$ cat config.mk
export PLATFORM = sky130hd
export DESIGN_NAME = brs_arith
export DESIGN_NICKNAME = d
export VERILOG_FILES = /design/src/design/brs_pkg.sv /design/src/design/brs_arith.sv
export SDC_FILE = /design/constraint.sdc
export NUM_CORES = 1
export LEC_CHECK = 0
export ABC_AREA = 1
export BUFFER_PORTS_ARGS = -buffer_cell sky130_fd_sc_hd__buf_2
export CAP_MARGIN = 25
export CORE_AREA = 2 2 159 239
export CTS_BUF_LIST = sky130_fd_sc_hd__clkbuf_16
export DETAILED_ROUTE_END_ITERATION = 7
export DIE_AREA = 0 0 161 241
export HOLD_SLACK_MARGIN = 0.02
export PLACE_DENSITY = 0.87
export SYNTH_ARGS = -nofsm -noshare
export SYNTH_HDL_FRONTEND = slang
export SYNTH_SLANG_ARGS = --single-unit
$ cat constraint.sdc
create_clock -name clk_i -period 7.15 [get_ports clk_i]
set_clock_uncertainty 0.05 [all_clocks]
set_input_delay 1.0725 -clock clk_i [delete_from_list [all_inputs] [get_ports clk_i]]
set_output_delay 1.0725 -clock clk_i [all_outputs]
set_load 0.05 [all_outputs]
$ cat src/design/brs_pkg.sv
// Shared types, constants and defaults for the binned running statistics block.
// Used by brs_arith and binned_running_statistics; depends on nothing else.
`default_nettype none
package brs_pkg;

  localparam int unsigned PlaneCountDefault  = 4;
  localparam int unsigned StatCountDefault   = 4;
  localparam int unsigned ColumnCountDefault = 64;

  localparam int unsigned SampleW = 32;
  localparam int unsigned SumW    = 64;
  localparam int unsigned CountW  = 32;
  localparam int unsigned FixW    = 48;
  localparam int unsigned WideW   = 96;

  localparam int unsigned InDataW  = 48;
  localparam int unsigned OutDataW = 272;

  localparam logic [FixW-1:0] FixPosMax = 48'h7FFF_FFFF_FFFF;
  localparam logic [FixW-1:0] FixNegMax = 48'h8000_0000_0000;

  localparam logic OpAccumulate = 1'b0;
  localparam logic OpRead       = 1'b1;

  typedef struct packed {
    logic signed [SumW-1:0]    sum;
    logic [CountW-1:0]         count;
    logic signed [SampleW-1:0] max;
    logic signed [SampleW-1:0] min;
    logic                      min_seen;
    logic [SumW-1:0]           sum_squares;
  } cell_t;

  localparam cell_t CellReset = '{
    sum:         '0,
    count:       '0,
    max:         32'sh8000_0000,
    min:         32'sh7FFF_FFFF,
    min_seen:    1'b0,
    sum_squares: '0
  };

  typedef enum logic [1:0] {
    MODE_DIV,
    MODE_MUL,
    MODE_SQRT
  } brs_mode_e;

  typedef struct packed {
    logic      start;
    brs_mode_e mode;
  } brs_op_t;

  typedef enum logic [3:0] {
    ST_CLEAR,
    ST_IDLE,
    ST_MEM_RD,
    ST_ACC_WR,
    ST_RD_CHK,
    ST_MEAN,
    ST_E2,
    ST_SQUARE,
    ST_SQRT,
    ST_RATIO,
    ST_OUT
  } brs_state_e;

endpackage
`default_nettype wire

$ cat src/design/brs_arith.sv
// Shared iterative arithmetic unit: restoring divide, shift-add multiply, digit square root.
// Depends on brs_pkg.
`default_nettype none
module brs_arith (
  input  wire logic                     clk_i,
  input  wire logic                     rst_ni,
  input  wire brs_pkg::brs_op_t         op_i,
  input  wire logic [brs_pkg::WideW-1:0] a_i,
  input  wire logic [brs_pkg::FixW-1:0]  b_i,
  output logic                          done_o,
  output logic [brs_pkg::WideW-1:0]     result_o
);

  logic                        busy_q, busy_d;
  logic                        done_q, done_d;
  brs_pkg::brs_mode_e          mode_q, mode_d;
  logic [6:0]                  cnt_q, cnt_d;
  logic [brs_pkg::WideW-1:0]   z_q, z_d;
  logic [49:0]                 r_q, r_d;
  logic [brs_pkg::FixW-1:0]    root_q, root_d;
  logic [brs_pkg::FixW-1:0]    b_q, b_d;

  logic [32:0] div_rem;
  logic [48:0] mul_sum;
  logic [49:0] sq_rem;
  logic [49:0] sq_trial;

  always_comb begin
    div_rem  = {r_q[31:0], z_q[brs_pkg::WideW-1]};
    mul_sum  = {1'b0, z_q[95:48]} + (z_q[0] ? {1'b0, b_q} : 49'd0);
    sq_rem   = {r_q[47:0], z_q[95:94]};
    sq_trial = {root_q, 2'b01};

    busy_d = busy_q;
    done_d = 1'b0;
    mode_d = mode_q;
    cnt_d  = cnt_q;
    z_d    = z_q;
    r_d    = r_q;
    root_d = root_q;
    b_d    = b_q;

    if (op_i.start) begin
      busy_d = 1'b1;
      mode_d = op_i.mode;
      r_d    = '0;
      root_d = '0;
      unique case (op_i.mode)
        brs_pkg::MODE_DIV: begin
          z_d   = a_i;
          b_d   = b_i;
          cnt_d = 7'd95;
        end
        brs_pkg::MODE_MUL: begin
          z_d   = {48'd0, b_i};
          b_d   = a_i[47:0];
          cnt_d = 7'd47;
        end
        default: begin
          z_d   = a_i;
          b_d   = b_i;
          cnt_d = 7'd47;
        end
      endcase
    end else if (busy_q) begin
      unique case (mode_q)
        brs_pkg::MODE_DIV: begin
          if (div_rem >= {1'b0, b_q[31:0]}) begin
            r_d = {17'd0, div_rem - {1'b0, b_q[31:0]}};
            z_d = {z_q[94:0], 1'b1};
          end else begin
            r_d = {17'd0, div_rem};
            z_d = {z_q[94:0], 1'b0};
          end
        end
        brs_pkg::MODE_MUL: begin
          z_d = {mul_sum, z_q[47:1]};
        end
        default: begin
          z_d = {z_q[93:0], 2'b00};
          if (sq_rem >= sq_trial) begin
            r_d    = sq_rem - sq_trial;
            root_d = {root_q[46:0], 1'b1};
          end else begin
            r_d    = sq_rem;
            root_d = {root_q[46:0], 1'b0};
          end
        end
      endcase
      if (cnt_q == 7'd0) begin
        busy_d = 1'b0;
        done_d = 1'b1;
      end else begin
        cnt_d = cnt_q - 7'd1;
      end
    end
  end

  always_ff @(posedge clk_i or negedge rst_ni) begin
    if (!rst_ni) begin
      busy_q <= 1'b0;
      done_q <= 1'b0;
      mode_q <= brs_pkg::MODE_DIV;
      cnt_q  <= '0;
    end else begin
      busy_q <= busy_d;
      done_q <= done_d;
      mode_q <= mode_d;
      cnt_q  <= cnt_d;
    end
  end

  always_ff @(posedge clk_i) begin
    z_q    <= z_d;
    r_q    <= r_d;
    root_q <= root_d;
    b_q    <= b_d;
  end

  assign done_o   = done_q;
  assign result_o = (mode_q == brs_pkg::MODE_SQRT) ? {48'd0, root_q} : z_q;

endmodule
`default_nettype wire

## Word level (Yosys, flattened, before mapping)

Cells that the tools add are included.

- Register bits: 251

- Add/sub/neg operators: 4
- Order comparisons: 2
- Equal/unequal tests: 4
- Mux-type cells: 22
- Bitwise logic cells: 2
- Reduce and logical (&&, ||, !) cells: 8

Operators by type and width:

| cell | number |
|---|---|
| $mux W96 | 4 |
| $pmux W96 S2 | 1 |
| $mux W48 | 3 |
| $pmux W48 S2 | 1 |
| $ge A50 B50 Y1 | 1 |
| $add A48 B48 Y49 | 1 |
| $sub A48 B48 Y48 | 1 |
| $ge A33 B32 Y1 | 1 |
| $mux W33 | 1 |
| $sub A33 B32 Y33 | 1 |
| $mux W7 | 4 |
| $mux W1 | 8 |
| $logic_not A7 Y1 | 1 |
| $sub A7 B1 Y7 const B | 1 |
| $reduce_and A2 Y1 | 3 |
| $eq A2 B1 Y1 const B | 2 |
| $logic_not A2 Y1 | 2 |
| $eq A2 B2 Y1 const B | 1 |
| $ne A2 B2 Y1 const B | 1 |
| $not A1 Y1 | 2 |
| $reduce_bool A2 Y1 | 1 |
| $reduce_or A2 Y1 | 1 |

## Logic depth before layout (Yosys ltp)

- Depth in word-level cells: 5
- Mapped depth: 24

## Least setup slack after synthesis

Ideal clock, no wire load.

- Path type: in2reg
- Start point: in op_i[2] (netlist bit)
- End point: reg cnt_q[5]
- Setup time: 0.085 ns
- Data arrival time: 4.492 ns
- Setup slack: 2.523 ns
- Cell stages on the path: 8
- Buffers on the path: 2
- Cells stage by stage: clkbuf_1 inv_1 clkbuf_1 nand2_1 nand2_1 a21oi_1 o21ai_0 o21ai_0

- Cells in the longest elaborated chain, start to end: 2

RTL lines:

| item | RTL line | RTL |
|---|---|---|
| start: declaration | brs_arith.sv:7 | `input wire brs_pkg::brs_op_t op_i,` |
| $ne A2 B2 Y1 (no line) / $reduce_bool A2 Y1 (equally long branches) | -- |  |
| $reduce_and A2 Y1 (no line) | -- |  |
| end signal: assignment | brs_arith.sv:109 | `cnt_q <= cnt_d;` |
| end: declaration | brs_arith.sv:17 | `logic [6:0] cnt_q, cnt_d;` |

Parallel ways exist; a longest one is shown, timed or not.
A chain may end at the register's enable or synchronous reset.

## Worst setup path in the final report

- Start point: reg z_q[0] (netlist bit)
- End point: reg z_q[93] (netlist bit) (data pin)

- Cells in the longest elaborated chain, start to end: 5

RTL lines:

| item | RTL line | RTL |
|---|---|---|
| start: declaration | brs_arith.sv:18 | `logic [brs_pkg::WideW-1:0] z_q, z_d;` |
| start signal: assignment | brs_arith.sv:114 | `z_q <= z_d;` |
| $mux W48 | brs_arith.sv:30 | `mul_sum = {1'b0, z_q[95:48]} + (z_q[0] ? {1'b0, b_q} : 49'd0);` |
| $add A48 B48 Y49 | brs_arith.sv:30 |  |
| $pmux W96 S2 | brs_arith.sv:66 | `unique case (mode_q)` |
| $mux W96 | brs_arith.sv:65 | `end else if (busy_q) begin` |
| $mux W96 | brs_arith.sv:43 | `if (op_i.start) begin` |
| via z_d (one bit) | brs_arith.sv:18 |  |

The timed path passes the listed nets, and every way through them passes these cells. The select of a mux whose other input is x is not followed.

==> summary.log <==
[status] result of the run finished, final reports clean
[synth] count of yosys warnings during synthesis 0
[synth] synth unique cells 50
[clock_tree] cell at the root of the clock tree sky130_fd_sc_hd__clkbuf_16
[placement] standard cell area after detailed placement 25,400 um^2
[synth] Top FF cell, synth sky130_fd_sc_hd__edfxtp_1
[finish] P&R area growth vs syn 9.54%
[clock_tree] # resized after CTS 0
[placement] post-DP HPWL 71,000 um
[finish] fraction of layout instances using a drive strength above 1 8.54%
[floorplan] die height 241 um
[synth] async set-or-reset flop fraction in the synthesized netlist 4.38%
[sta] maximum operating frequency 0.252 GHz
[grt] wire length of the first global-routing pass 142,000 um
[sta] unrepaired setup endpoints after global routing no
[floorplan] number of rows created at floorplan 86
[critical_path] Arr. time, crit path 4240 ps
[floorplan] Initial Utilization 65.6%
[grt] vias in the first global route 26,900
[sta] Final Critical Period 3970 ps
[detailed_routing] vias after detailed routing 28,200
[finish] Fill cells 3,241
[sta] tightest hold margin 332 ps
[synth] instance count of the mapped netlist 3,945
[hold_path] worst min-delay path category input port to asynchronous set/reset pin
[clock_tree] number of hold-repair buffers added at the cts stage 0
[critical_path] reg2reg setup slack 3180 ps
[sta] number of hold-slack violations in the final timing report 0
[sta] period utilisation layout 55.5%
[clock_tree] maximum root-to-sink buffer count 3
[sta] worst-margin pin slew 1060 ps
[synth] number of nets in the synthesized netlist 4,228
[detailed_routing] per-cell routed wire length 20.3 um
[detailed_routing] # DRC 0
[job] Max-cap violations 0
[sta] worst relative slew slack 29.3%
[floorplan] overall die area 38,800 um^2
[critical_path] crit end category flip-flop
[clock_tree] register clock-pin slew on the reported worst setup and hold paths 70 ps
[critical_path] crit path max fanout 51
[power_and_ir_drop] clock network fraction of design power 13.7%
[clock_tree] CTS tree yes
[power_and_ir_drop] portion of total power attributed to sequential cells 20.3%
[clock_tree] insertion delay of the later-clocked pin in the worst-skew pair 580 ps
[synth] Post-synth EDFFs 144
[critical_path] startpoint type of the worst setup path flip-flop
[grt] initial antenna violation count 3
[sta] number of max-slew violations in the final report 0
[sta] number of endpoints failing setup at the final stage 0
[critical_path] crit-path cells buf_4, nand2_1, inv_1, ha_1, inv_1, fa_1, inv_1, nand3_1, nand2_1, nand2_1, nand2_1, nand2_1, a21oi_1, nand3_1, nand3_1, nand2_1, nand3_1, nand2_1, nand2_1, nand2_1
[clock_tree] H-tree Lvls 1
[finish] top library cells by usage in the layout, fill and taps aside sky130_fd_sc_hd__nand2_1, sky130_fd_sc_hd__inv_1, sky130_fd_sc_hd__nor2_1
[placement] setup slack at placement 3400 ps
[grt] remaining global-route overflow 0
[clock_tree] setup fix buffers added after clock tree synthesis 0
[sta] worst-case setup margin in the final layout 3180 ps
[clock_tree] clock sink count 251
[clock_tree] total CTS buffers 27
[power_and_ir_drop] part of the power in combinational logic 66.1%
[power_and_ir_drop] static leakage 0.0138 uW
[grt] largest net degree at the start of global routing 100
[critical_path] delay-heaviest family, CP simple AND/OR/NAND/NOR gates
[critical_path] WS Path Type flip-flop to flip-flop
[power_and_ir_drop] internal cell power 4690 uW
[synth] sequential cell area fraction in the yosys report 27.2%
[floorplan] IO Pins 246
[detailed_routing] final antenna-violating net count 0
[critical_path] Crit path buffers/inverters 4
[critical_path] CP required 7430 ps
[synth] synthesized area 24,000 um^2
[synth] total of flip-flops plus latches after synthesis 251
[finish] number of nets in the finished design 4,373
[power_and_ir_drop] Peak VDD IR 542 uV
[power_and_ir_drop] total power consumption of the routed design 10,500 uW
[placement] Port Buf Inserts 245
[critical_path] Slowest-stage cell, CP sky130_fd_sc_hd__a21oi_1
[floorplan] area of the core region 36,600 um^2
[finish] most common cell after layout, fill and taps aside sky130_fd_sc_hd__nand2_1
[sta] setup_tns 0 ps
[detailed_routing] via count normalized by instance count 6.13
[synth] syn avg cell area 6.08 um^2
[grt] GRT Util Overall 46.7%
[power_and_ir_drop] switching power 5790 uW
[power_and_ir_drop] switching part of the total 55.3%
[detailed_routing] Initial DRT Pass Iterations 7
[detailed_routing] Total Wirelength 93,300 um
[detailed_routing] initial drt markers 4,035
[finish] Final Instance Area 26,300 um^2
[placement] final estimated routing congestion in global placement 1.07
[critical_path] worst stage delay on the critical path 610 ps
[floorplan] horizontal extent of the die 161 um
[critical_path] Top cell by count, worst path sky130_fd_sc_hd__nand2_1
[power_and_ir_drop] power density over cell area 399 nW/um^2
metrics by stage:
step	std cells	util, %
after global placement	4543	69.5
after CTS	4592	71.8
after detailed placement	4543	69.5
after global routing	4595	71.8
after floorplan	3945	-
final	4595	71.8
worst reg2reg max path: cells and delay by family (launching register included):
kind                       cells  cell delay, ps
and+or+nand+nor               13            1570
buffers and inverters          4             670
AOI/OAI and AO/OA              1             610
adders and majority gates      2             510
DFF                            1             330
cells by family after synthesis:
kind of cell	share of synthesized area, %
AOI/OAI and AO/OA	16.5
buffers and inverters	12.7
DFF	27.2
and+or+nand+nor	35.1
adders and majority gates	7.05
xor gates and xnor gates	1.50
power by group through the flow:
stage	combinational (uW)	clock (uW)	sequential [uW]
after floorplan	4990	0	2000
after global placement	6570	0	2120
after detailed placement	6610	0	2120
after CTS	6660	1410	2090
after global routing	7580	1460	2130
final	6920	1430	2120
final timing paths:
path,startpoint,endpoint,depth (start not counted)
worst max-delay path,z_q[0],z_q[93],20
worst min register to register,r_q[47],r_q[47],2
min in group clk_i,r_q[47],r_q[47],2
max in group asynchronous,rst_ni,cnt_q[6],1
worst max register to register,z_q[0],z_q[93],20
worst min-delay path,rst_ni,cnt_q[2],1
registers in the layout, indices dropped and copies added (netlist names):
| register | count |
|---|---|
| r_q | 48 |
| cnt_q | 7 |
| mode_q | 2 |
| b_q | 48 |
| root_q | 48 |
| done_o | 1 |
| busy_q | 1 |
| z_q | 96 |
layer usage:
layer,wire length [um],track usage (%),vias to the layer above,part of all wire [%]
met5,13,0,-,0.014
met4,8690,37.0,2,9.3
met3,9190,7.22,519,9.8
met2,43900,80.2,1895,47
met1,31600,51.5,12600,34
li1,-,-,13200,-
cells in the mapped netlist (all sizes together), types with 3 or more instances:
| master | instances | area (um^2) |
|---|---|---|
| a31oi | 5 | 31.3 |
| nand2 | 1204 | 4530 |
| o21ai | 270 | 1350 |
| a21o | 9 | 67.6 |
| xor2 | 29 | 254 |
| o22ai | 7 | 43.8 |
| inv | 638 | 2390 |
| a21oi | 276 | 1400 |
| nor3 | 36 | 185 |
| buf | 43 | 224 |
| nand4 | 79 | 494 |
| o21bai | 22 | 165 |
| edfxtp | 144 | 4320 |
| nand3b | 12 | 90.1 |
| dfrtp | 11 | 275 |
| clkinv | 3 | 11.3 |
| nand3 | 313 | 1590 |
| nor4 | 10 | 62.6 |
| nor2 | 348 | 1320 |
| ha | 132 | 1650 |
| a22oi | 27 | 203 |
| o211ai | 9 | 67.6 |
| dfxtp | 96 | 1920 |
| xnor2 | 12 | 105 |
| o221ai | 54 | 473 |
| clkbuf | 112 | 420 |
| a22o | 10 | 87.6 |
| or2 | 20 | 125 |
layout make-up:
class / instances / area (um^2) / area share [%]
repair buffers: 271 / 1420 / 5.41
clock buffers: 27 / 676 / 2.57
inverters: 641 / 2410 / 9.17
diodes: 1 / 2.50 / 0.00952
multi-input cells: 2898 / 14500 / 55.0
clock inverters: 22 / 180 / 0.686
well taps: 484 / 606 / 2.30
flip-flops and latches: 251 / 6520 / 24.8
No activity file was read; power rests on OpenSTA's default activity.
